**src/mtf_pkg.sv**
```systemverilog
`timescale 1ns / 1ps
`default_nettype none
// ----------------------------------------------------------------------------
// Move-to-front tracker package
// Shared sizes and store layout for the move-to-front position tracker.
// ----------------------------------------------------------------------------
package mtf_pkg;

  // largest number of list items
  localparam int MAX_ITEMS = 64;
  // width of every item field on the ports
  localparam int FIELD_W   = 7;
  // store address and stored position widths
  localparam int IDX_W     = $clog2(MAX_ITEMS);
  localparam int POS_W     = $clog2(MAX_ITEMS + 1);
  // store word: {accessed, max_position, position}
  localparam int WORD_W    = 2 * POS_W + 1;

  // request codes
  localparam logic REQ_ACCESS  = 1'b0;
  localparam logic REQ_READOUT = 1'b1;

  typedef struct packed {
    logic             accessed;
    logic [POS_W-1:0] max_pos;
    logic [POS_W-1:0] pos;
  } entry_t;

endpackage : mtf_pkg
`default_nettype wire

```
**src/mtf_ifs.sv**
```systemverilog
`timescale 1ns / 1ps
`default_nettype none
// ----------------------------------------------------------------------------
// Move-to-front tracker channels
// Valid/ready channels for requests, results and the list size register.
// ----------------------------------------------------------------------------
interface mtf_in_if;
  logic                        valid;
  logic                        ready;
  logic                        req_type;
  logic [mtf_pkg::FIELD_W-1:0] item_id;

  modport source (output valid, req_type, item_id, input ready);
  modport sink   (input valid, req_type, item_id, output ready);
endinterface : mtf_in_if

interface mtf_out_if;
  logic                        valid;
  logic                        ready;
  logic [mtf_pkg::FIELD_W-1:0] position;
  logic [mtf_pkg::FIELD_W-1:0] min_position;
  logic [mtf_pkg::FIELD_W-1:0] max_position;

  modport source (output valid, position, min_position, max_position, input ready);
  modport sink   (input valid, position, min_position, max_position, output ready);
endinterface : mtf_out_if

interface mtf_cfg_if;
  logic                        valid;
  logic                        ready;
  logic [mtf_pkg::FIELD_W-1:0] list_size;

  modport source (output valid, list_size, input ready);
  modport sink   (input valid, list_size, output ready);
endinterface : mtf_cfg_if
`default_nettype wire

```
**src/mtf_ram.sv**
```systemverilog
`timescale 1ns / 1ps
`default_nettype none
// ----------------------------------------------------------------------------
// Generic RAM
// One write port, one read port, registered read data.
// ----------------------------------------------------------------------------
module mtf_ram #(
  parameter int WIDTH = 8,
  parameter int DEPTH = 64
) (
  input  wire logic                     clk,
  input  wire logic                     we,
  input  wire logic [$clog2(DEPTH)-1:0] waddr,
  input  wire logic [WIDTH-1:0]         wdata,
  input  wire logic [$clog2(DEPTH)-1:0] raddr,
  output logic      [WIDTH-1:0]         rdata
);

  logic [WIDTH-1:0] mem [DEPTH];

  always_ff @(posedge clk) begin
    if (we) begin
      mem[waddr] <= wdata;
    end
    rdata <= mem[raddr];
  end

endmodule : mtf_ram
`default_nettype wire

```
**src/move_to_front_position_tracker.sv**
```systemverilog
`timescale 1ns / 1ps
`default_nettype none
// ----------------------------------------------------------------------------
// Move-to-front position tracker
// Keeps a move-to-front list in one entry store; an access walks every list entry
// through one shared compare/increment unit, a readout reads one entry.
// ----------------------------------------------------------------------------
// An access passes LOOK, a WALK over the list entries, FIN and EMIT; a readout
// passes LOOK and EMIT; an item out of range goes straight to EMIT. The block takes
// one item at a time; an access walks one entry per cycle through the store's
// read and write ports, and EMIT waits until the output register is free.
// Reset and a list_size write clear the per-entry valid bits at once, which
// puts the list back in identity order; no clearing pass is needed.
module move_to_front_position_tracker (
  input wire logic clk,
  input wire logic rst_n,
  mtf_in_if.sink   in_chan,
  mtf_out_if.source out_chan,
  mtf_cfg_if.sink  cfg_chan
);
  import mtf_pkg::*;

  localparam logic [2:0] ST_IDLE = 3'd0;
  localparam logic [2:0] ST_LOOK = 3'd1;
  localparam logic [2:0] ST_WALK = 3'd2;
  localparam logic [2:0] ST_FIN  = 3'd3;
  localparam logic [2:0] ST_EMIT = 3'd4;

  localparam logic [FIELD_W-1:0] SIZE_MAX = FIELD_W'(MAX_ITEMS);

  logic [2:0]           state_r, state_nxt;
  logic [FIELD_W-1:0]   list_size_r;
  logic [MAX_ITEMS-1:0] valid_r;
  logic                 req_r;
  logic [FIELD_W-1:0]   id_r;
  logic [IDX_W-1:0]     idx_r;
  logic [POS_W-1:0]     p_r, mxi_r;
  logic [IDX_W-1:0]     rd_addr_r;
  logic [FIELD_W-1:0]   res_pos_r, res_min_r, res_max_r;
  logic                 out_valid_r;
  logic [FIELD_W-1:0]   out_pos_r, out_min_r, out_max_r;

  // store ports
  logic             we;
  logic [IDX_W-1:0] waddr, raddr;
  entry_t           wentry, rentry, eff;
  logic [WORD_W-1:0] rdata;

  logic in_acc, cfg_acc, out_free, in_range, last_entry;
  logic [POS_W-1:0] rst_pos, bumped, fin_max, rd_max;

  assign in_chan.ready  = (state_r == ST_IDLE);
  assign cfg_chan.ready = (state_r == ST_IDLE);
  assign in_acc   = in_chan.valid && in_chan.ready;
  assign cfg_acc  = cfg_chan.valid && cfg_chan.ready;
  assign out_free = !out_valid_r || out_chan.ready;
  assign in_range = (in_chan.item_id != '0) && (in_chan.item_id <= list_size_r);
  assign last_entry = (rd_addr_r == IDX_W'(list_size_r - FIELD_W'(1)));

  assign out_chan.valid        = out_valid_r;
  assign out_chan.position     = out_pos_r;
  assign out_chan.min_position = out_min_r;
  assign out_chan.max_position = out_max_r;

  mtf_ram #(.WIDTH(WORD_W), .DEPTH(MAX_ITEMS)) u_store (
    .clk   (clk),
    .we    (we),
    .waddr (waddr),
    .wdata (wentry),
    .raddr (raddr),
    .rdata (rdata)
  );

  // entry seen by the logic: an entry never written holds its reset value
  assign rentry  = entry_t'(rdata);
  assign rst_pos = POS_W'(rd_addr_r) + POS_W'(1);
  always_comb begin
    if (valid_r[rd_addr_r]) begin
      eff = rentry;
    end else begin
      eff.accessed = 1'b0;
      eff.max_pos  = rst_pos;
      eff.pos      = rst_pos;
    end
  end

  // shared compare/increment unit
  assign bumped  = eff.pos + POS_W'(1);
  assign fin_max = (p_r > mxi_r) ? p_r : mxi_r;
  assign rd_max  = (eff.pos > eff.max_pos) ? eff.pos : eff.max_pos;

  // read address selection
  always_comb begin
    case (state_r)
      ST_IDLE: raddr = IDX_W'(in_chan.item_id - FIELD_W'(1));
      ST_LOOK: raddr = '0;
      ST_WALK: raddr = rd_addr_r + IDX_W'(1);
      default: raddr = rd_addr_r;
    endcase
  end

  // store write: bump entries in front of the accessed one, then the item
  always_comb begin
    we             = 1'b0;
    waddr          = rd_addr_r;
    wentry.accessed = eff.accessed;
    wentry.pos      = bumped;
    wentry.max_pos  = (bumped > eff.max_pos) ? bumped : eff.max_pos;
    case (state_r)
      ST_WALK: begin
        we = (rd_addr_r != idx_r) && (eff.pos < p_r);
      end
      ST_FIN: begin
        we              = 1'b1;
        waddr           = idx_r;
        wentry.accessed = 1'b1;
        wentry.pos      = POS_W'(1);
        wentry.max_pos  = fin_max;
      end
      default: we = 1'b0;
    endcase
  end

  // sequencer
  always_comb begin
    state_nxt = state_r;
    case (state_r)
      ST_IDLE: begin
        if (in_acc) begin
          state_nxt = in_range ? ST_LOOK : ST_EMIT;
        end
      end
      ST_LOOK: state_nxt = (req_r == REQ_READOUT) ? ST_EMIT : ST_WALK;
      ST_WALK: begin
        if (last_entry) begin
          state_nxt = ST_FIN;
        end
      end
      ST_FIN:  state_nxt = ST_EMIT;
      ST_EMIT: begin
        if (out_free) begin
          state_nxt = ST_IDLE;
        end
      end
      default: state_nxt = ST_IDLE;
    endcase
  end

  // control registers
  always_ff @(posedge clk) begin
    if (!rst_n) begin
      state_r     <= ST_IDLE;
      list_size_r <= SIZE_MAX;
      valid_r     <= '0;
      out_valid_r <= 1'b0;
    end else begin
      state_r <= state_nxt;
      if (cfg_acc) begin
        valid_r <= '0;
        if (cfg_chan.list_size == '0) begin
          list_size_r <= FIELD_W'(1);
        end else if (cfg_chan.list_size > SIZE_MAX) begin
          list_size_r <= SIZE_MAX;
        end else begin
          list_size_r <= cfg_chan.list_size;
        end
      end else if (we) begin
        valid_r[waddr] <= 1'b1;
      end
      if (state_r == ST_EMIT && out_free) begin
        out_valid_r <= 1'b1;
      end else if (out_chan.ready) begin
        out_valid_r <= 1'b0;
      end
    end
  end

  // datapath registers
  always_ff @(posedge clk) begin
    rd_addr_r <= raddr;
    case (state_r)
      ST_IDLE: begin
        if (in_acc) begin
          req_r     <= in_chan.req_type;
          id_r      <= in_chan.item_id;
          idx_r     <= raddr;
          res_pos_r <= '0;
          res_min_r <= '0;
          res_max_r <= '0;
        end
      end
      ST_LOOK: begin
        p_r       <= eff.pos;
        mxi_r     <= eff.max_pos;
        res_pos_r <= FIELD_W'(eff.pos);
        res_min_r <= eff.accessed ? FIELD_W'(1) : id_r;
        res_max_r <= FIELD_W'(rd_max);
      end
      ST_FIN: begin
        res_pos_r <= FIELD_W'(p_r);
        res_min_r <= FIELD_W'(1);
        res_max_r <= FIELD_W'(fin_max);
      end
      ST_EMIT: begin
        if (out_free) begin
          out_pos_r <= res_pos_r;
          out_min_r <= res_min_r;
          out_max_r <= res_max_r;
        end
      end
      default: begin
      end
    endcase
  end

endmodule : move_to_front_position_tracker
`default_nettype wire

```
**src/flat_wrapper.sv**
```systemverilog
// flat-port wrapper written by rule: the top's interface ports become plain ports
module move_to_front_position_tracker_flat import mtf_pkg::*;
  (clk, rst_n, in_chan_valid, in_chan_req_type, in_chan_item_id, in_chan_ready, out_chan_valid, out_chan_position, out_chan_min_position, out_chan_max_position, out_chan_ready, cfg_chan_valid, cfg_chan_list_size, cfg_chan_ready);
  mtf_in_if in_chan_i ();
  mtf_out_if out_chan_i ();
  mtf_cfg_if cfg_chan_i ();
  input wire logic clk;
  input wire logic rst_n;
  input wire logic [$bits(in_chan_i.valid)-1:0] in_chan_valid;
  input wire logic [$bits(in_chan_i.req_type)-1:0] in_chan_req_type;
  input wire logic [$bits(in_chan_i.item_id)-1:0] in_chan_item_id;
  output wire logic [$bits(in_chan_i.ready)-1:0] in_chan_ready;
  output wire logic [$bits(out_chan_i.valid)-1:0] out_chan_valid;
  output wire logic [$bits(out_chan_i.position)-1:0] out_chan_position;
  output wire logic [$bits(out_chan_i.min_position)-1:0] out_chan_min_position;
  output wire logic [$bits(out_chan_i.max_position)-1:0] out_chan_max_position;
  input wire logic [$bits(out_chan_i.ready)-1:0] out_chan_ready;
  input wire logic [$bits(cfg_chan_i.valid)-1:0] cfg_chan_valid;
  input wire logic [$bits(cfg_chan_i.list_size)-1:0] cfg_chan_list_size;
  output wire logic [$bits(cfg_chan_i.ready)-1:0] cfg_chan_ready;
  assign in_chan_i.valid = in_chan_valid;
  assign in_chan_i.req_type = in_chan_req_type;
  assign in_chan_i.item_id = in_chan_item_id;
  assign in_chan_ready = in_chan_i.ready;
  assign out_chan_valid = out_chan_i.valid;
  assign out_chan_position = out_chan_i.position;
  assign out_chan_min_position = out_chan_i.min_position;
  assign out_chan_max_position = out_chan_i.max_position;
  assign out_chan_i.ready = out_chan_ready;
  assign cfg_chan_i.valid = cfg_chan_valid;
  assign cfg_chan_i.list_size = cfg_chan_list_size;
  assign cfg_chan_ready = cfg_chan_i.ready;
  move_to_front_position_tracker u_core (.clk(clk), .rst_n(rst_n), .in_chan(in_chan_i), .out_chan(out_chan_i), .cfg_chan(cfg_chan_i));
endmodule
```
**config.mk**
```make
export PLATFORM = sky130hd
export DESIGN_NAME = move_to_front_position_tracker_flat
export DESIGN_NICKNAME = d
export VERILOG_FILES = /design/src/mtf_pkg.sv /design/src/mtf_ifs.sv /design/src/mtf_ram.sv /design/src/move_to_front_position_tracker.sv /design/src/flat_wrapper.sv
export SDC_FILE = /design/constraint.sdc
export NUM_CORES = 2
export LEC_CHECK = 0
export ABC_AREA = 1
export BUFFER_PORTS_ARGS = -buffer_cell sky130_fd_sc_hd__clkbuf_2
export CORE_MARGIN = 2
export CORE_UTILIZATION = 63
export CTS_CLUSTER_DIAMETER = 100
export DETAILED_ROUTE_END_ITERATION = 8
export PLACE_DENSITY_LB_ADDON = 0.1
export RECOVER_POWER = 100
export SETUP_SLACK_MARGIN = 0.1
export SKIP_LAST_GASP = 1
export SLEW_MARGIN = 10
export SYNTH_ARGS = -nofsm -noshare
export SYNTH_HDL_FRONTEND = slang
export SYNTH_SLANG_ARGS = --single-unit
```
**constraint.sdc**
```tcl
create_clock -name clk -period 5.8 [get_ports clk]
set_input_delay 0 -clock clk [delete_from_list [all_inputs] [get_ports clk]]
set_output_delay 0 -clock clk [all_outputs]
set_load 0.005 [all_outputs]
```
After elaboration in Yosys (flattened, before gate mapping)

Memories as Yosys holds them, arrays and structs flattened. A register that Yosys moved wholly into a read port is not among the register bits.
Cells that the tools add are included.
Widths: inputs -> output; s select.

Flip-flop bits (word level): 151
Output and inout bits: 24
Bits in writable memories: 960
Memories kept: 1

Memory list:

| name               | depth | width | read ports | clocked after memory_dff | wr ports | RTL line      | RTL |
|---|---|---|---|---|---|---|---|
| u_core.u_store.mem | 64    | 15    | 1          | 1                        | 1        | mtf_ram.sv:19 | `logic [WIDTH-1:0] mem [DEPTH];` |

Reduce and logical (&&, ||, !) cells: 18
Muxes and demuxes: 29
$add $sub $neg: 5
Bitwise gates (word level): 2
Magnitude comparators: 9
Equality and inequality tests: 9

Operators with widths:

| kind                | count |
|---|---|
| $or 64x64->64       | 1 |
| $pmux 7 s3          | 3 |
| $mux 7              | 7 |
| $mux 15             | 2 |
| $gt 7x7->1          | 3 |
| $pmux 6 s3          | 1 |
| $mux 3              | 5 |
| $pmux 3 s5          | 1 |
| $lt 6x7->1 const B  | 2 |
| $sub 6x1->6 const B | 2 |
| $add 6x1->7 const B | 1 |
| $add 7x1->7 const B | 1 |
| $gt 7x7->1 const B  | 1 |
| $le 7x7->1          | 1 |
| $logic_not 7->1     | 1 |
| $lt 7x7->1          | 1 |
| $reduce_bool 7->1   | 1 |
| $add 6x1->6 const B | 1 |
| $bmux 1 s6          | 1 |
| $demux 1 s6         | 1 |
| $eq 3x2->1 const B  | 2 |
| $eq 6x6->1          | 1 |
| $ge 6x1->1 const B  | 1 |
| $logic_and 1x1->1   | 6 |
| other kinds (17)    | 25 |

Longest topological paths before layout

Depth after elaboration: 8
Depth in mapped cells: 29
Mapped depth without buffers: 26

Hierarchy

Synthesis repeated with hierarchy kept, for this count alone.

Cells, all modules: 4,385
Area, all modules: 47,832.1 um2

Modules (own cells, without submodules):

| module                         | instances | area each (um2) | cells an instance | sequential area each (um2) |
|---|---|---|---|---|
| mtf_ram                        | 1         | 39,273.9        | 3,304             | 29,127.9 |
| move_to_front_position_tracker | 1         | 8,558.2         | 1,081             | 3,723.6 |

Least setup slack after synthesis

Ideal clock, no wire load.

Path kind: register to register
Start point: register u_core.rd_addr_r[0]
End point: memory u_core.u_store.mem[0][12] in the netlist's numbering, data pin
Arrival time: 3,737 ps
Path buffers: 3
Setup time: 514 ps
Stages on the path, launching flop included: 29
Period minus slack after synthesis: 4,252 ps
Path slack: 1,548 ps
Cells stage by stage: dfxtp_1 -> buf_4 -> inv_4 -> buf_6 -> nand2_1 -> nand3_1 -> nand3_1 -> nand2_1 -> nor2_1 -> nand2_1 -> nand3_2 -> nand2_2 -> inv_2 -> buf_2 -> nand2_1 -> o21ai_1 -> nor2_1 -> nand3_1 -> xor2_1 -> inv_1 -> ha_1 -> nand2_1 -> nor2_1 -> a211oi_1 -> nand2_2 -> nand2_1 -> nand2_1 -> nand3_1 -> nand2_1

Cells in the longest elaborated chain, start to end: 7
Elaborated cells on any way between the ends: 8
Classes of those cells: add/sub: 2; order compare: 1; mux: 5

Ends and longest elaborated chain:

| element                      | RTL line                              | RTL |
|---|---|---|
| start, declared              | move_to_front_position_tracker.sv:38  | `logic [IDX_W-1:0] rd_addr_r;` |
| start signal, assigned       | move_to_front_position_tracker.sv:180 | `rd_addr_r <= raddr;` |
| $bmux 1 s6                   | move_to_front_position_tracker.sv:78  | `if (valid_r[rd_addr_r]) begin` |
| $mux 1 (not written as such) | move_to_front_position_tracker.sv:78  |  |
| $mux 15 (*)                  | move_to_front_position_tracker.sv:78  |  |
| $add 7x1->7                  | move_to_front_position_tracker.sv:88  | `assign bumped = eff.pos + POS_W'(1);` |
| $gt 7x7->1                   | move_to_front_position_tracker.sv:108 | `wentry.max_pos = (bumped > eff.max_pos) ? bumped : eff.max_pos;` |
| $mux 7 (*)                   | move_to_front_position_tracker.sv:108 |  |
| $mux 15 (*)                  | move_to_front_position_tracker.sv:109 | `case (state_r)` |
| via u_core.u_store.wdata[12] | mtf_ram.sv:14                         | `input wire logic [WIDTH-1:0] wdata,` |
| end, declared                | mtf_ram.sv:19                         |  |

Mark *: on every way through the listed nets, which the timed path passes. The rest lies on a longest branch. The select of a mux whose other input is x is not followed.

Final worst setup path

Start point: register u_core.rd_addr_r[0]
End point: register u_core.u_store.rdata[13], read port of u_core.u_store.mem

Cells in the longest elaborated chain, start to end: 2

Ends and longest elaborated chain:

| element        | RTL line                             | RTL |
|---|---|---|
| $add 6x1->6    | move_to_front_position_tracker.sv:97 | `ST_WALK: raddr = rd_addr_r + IDX_W'(1);` |
| $pmux 6 s3 (*) | move_to_front_position_tracker.sv:94 | `case (state_r)` |
| end, declared  | mtf_ram.sv:16                        | `output logic [WIDTH-1:0] rdata` |

Every way passes the cells marked *; elsewhere a longest branch is shown, timed or not.
A chain may end at the register's enable or synchronous reset.

==> qor.csv <==
metric;value;unit
fmax;0.182;GHz
die_area;76700;µm²
layout-drive-gt1-share;0.132;
ys_seq_area_frac;0.700;
htreeDepth;3;
drcViolationCount;0;
path_max_fanout;141;
synth_area_leader_cell;edfxtp_1;
reg2reg_to;u_core.u_store.rdata[13];
die_y;277;µm
grt_antenna_before_repair;2;
die_w;277;µm
finalSetupViolations;0;
r2r_cells;12;
cts.path.max_buffers;3;
async_flop_share;0;
rsz0062_at_grt;no;
dr_total_vias;31323;
holdPathStages;2;
synth_cell_types;43;
required;6.36;ns
drv_cap;12;
dp_hpwl;73400;µm
netlist_instances;3797;
first_global_vias;30533;
synth_fa_ha_area_frac;0.00906;
skew;0.0316;ns
final.period_utilization;0.946;
synth-seq-cells;1126;
holdWs;0.0586;ns
hp-class;in2reg;
min_from;in_chan_req_type;
syn_to_final_growth;10.9;%
worstMarginPinSlew;3.46;ns
numCtsBuffers;109;
core_area;74100;µm²
drt-wirelength-per-cell;25.3;µm
synth.top_cell.area_share;0.659;
wl;124000;µm
yosysWarnings;0;
io_buffer_count;43;
clockRootBuffer;clkbuf_16;
endpoint_kind;flop;
hold_violations;0;
syn-num-nets;3851;
grt_pass1_wl;187000;µm
placed_cells;4668;
final_nets;3889;
min_to;u_core.req_r;
ys_top_cells_by_area;edfxtp_1, o211ai_1, o21ai_0;
grt_util_all_layers;0.322;
insertion_delay;0.69;ns
yosysMostFrequentCell;edfxtp_1;
drtPass1Iterations;6;
synth_compound_gate_area_share;0.137;
grt-ovfl-total;0;
crit_start;u_core.rd_addr_r[0];
start_util;0.634;
place_area;48500;µm²
r2r-start;u_core.rd_addr_r[0];
layout.cells.non_filler;4899;
syn_area_per_cell;12.4;µm²
synth-simple-area-share;0.112;
synth_top_family_by_area;compound AO/OA/AOI/OAI gates;
maxSlewViolCount;454;
io_pins;44;
cts_tree;built;
drt_iter0_drc;4149;
fin_tns_setup;0;ns
r2r_setup_slack;0.31;ns
synth_xor_area_frac;0.00298;
synthTopCellsByCount;edfxtp_1, o21ai_0, o211ai_1;
start_kind;flop;
cts_num_sinks;1126;
synth_edf_count;1030;
period_needed;5.49;ns
path_clk_slew;0.07;ns
violations;capacitance limit, slew limit;
netlist_area;46900;µm²
fin_area;52000;µm²
synth-main-ff-cell;edfxtp_1;
worstPathArrival;6.04;ns
slew_headroom;-1.31;
ant_nets;0;
grt_max_degree;224;
vias_per_cell;6.39;
gp_congestion;0.941;
status;finished, violations left;
critPathKind;reg2reg;
row_count;100;
synth_mux_area_frac;0;
## what timing repair did
item                                   4_1_cts  5_1_grt
hold buffers                                25        0
endpoints found under the hold margin       33        0
resized for setup                            0        0
setup buffers                                0        0
## worst max-delay path, stage by stage, from the launching register on
cell and delay, ns:
dfxtp_1 0.37, buf_4 0.45, o221ai_1 0.20, nand2_1 1.32, inv_8 0.62, clkbuf_2 0.57, or2_2 0.38, o21ai_0 0.09
o22ai_1 0.13, o211ai_1 0.41, nand3_1 0.17, nand3_1 0.30, nand2_1 0.08
## per-stage QoR
step | utilization | setup slack [ns]
finish | 0.703 | 0.314
global route | 0.703 | 0.0587
CTS | 0.709 | 0.733
detailed placement | 0.654 | 0.807
global placement | 0.654 | 0.879
floorplan | - | 1.55
## sequential cells by signal, summed over array words and instances, names as in the netlist
register	count
u_core.req_r	1
u_core.res_min_r	7
u_core.out_chan.valid	1
u_core.state_r	3
u_core.u_store.mem	960
u_core.u_store.rdata	15
u_core.p_r	7
u_core.valid_r	64
u_core.out_chan.position	7
u_core.res_max_r	7
u_core.rd_addr_r	6
u_core.idx_r	6
u_core.out_chan.min_position	7
u_core.id_r	7
u_core.mxi_r	7
u_core.res_pos_r	7
u_core.list_size_r	7
u_core.out_chan.max_position	7
## layer usage
layer | part of all wire | GRT usage | routed length (µm)
met5 | 0 | 0 | 0
met4 | 0.038 | 0.124 | 4660
met3 | 0.078 | 0.0459 | 9610
met2 | 0.48 | 0.522 | 59800
met1 | 0.40 | 0.448 | 49700
## cell type report
class | count | area [µm²]
multi-input cells | 2221 | 12200
clock inverters | 77 | 883
fillers | 5130 | 22000
inverters | 195 | 754
flip-flops and latches | 1126 | 32900
clock buffers | 128 | 2900
well taps | 969 | 1210
repair buffers | 182 | 1200
diodes | 1 | 2.50
## worst max path at each step
stage                            endpoint  cells past startpoint
2_1_floorplan   u_core.u_store.mem[0][12]                     28
3_3_place_gp    u_core.u_store.mem[7][10]                     24
3_5_place_dp   u_core.u_store.mem[19][10]                     23
4_1_cts        u_core.u_store.mem[27][10]                     23
5_1_grt           u_core.u_store.rdata[6]                     12
6_report         u_core.u_store.rdata[13]                     12
## cell families (layout without fill, tap and decap cells)
group           after synthesis  count (layout)
other cells                   0               1
simple gates               1128            1128
buf+inv                     450             582
flops                      1126            1126
xor+xnor                     16              16
compound gates             1043            1043
fa+ha+maj                    34              34
## cells in the final DEF, fill, tap and decap left out, types with 7 or more instances in the layout
cell type	n
a21oi_2	7
nand2_1	277
clkinv_1	19
a21oi_1	85
clkinv_2	28
xor2_1	10
buf_4	28
or2_1	39
o21bai_1	11
o22ai_1	100
o211ai_1	399
ha_1	34
edfxtp_1	1030
clkbuf_1	60
dfxtp_1	96
nand2_2	12
clkbuf_16	111
nor2_1	361
o21ai_0	419
inv_1	187
bufinv_16	17
buf_12	10
or2_2	201
clkbuf_2	65
nand3_1	217
dlygate4sd3_1	25
Power is left out: the tool's default activity adds up to more than one toggle a clock period on the data nets, which glitch-free logic cannot reach.
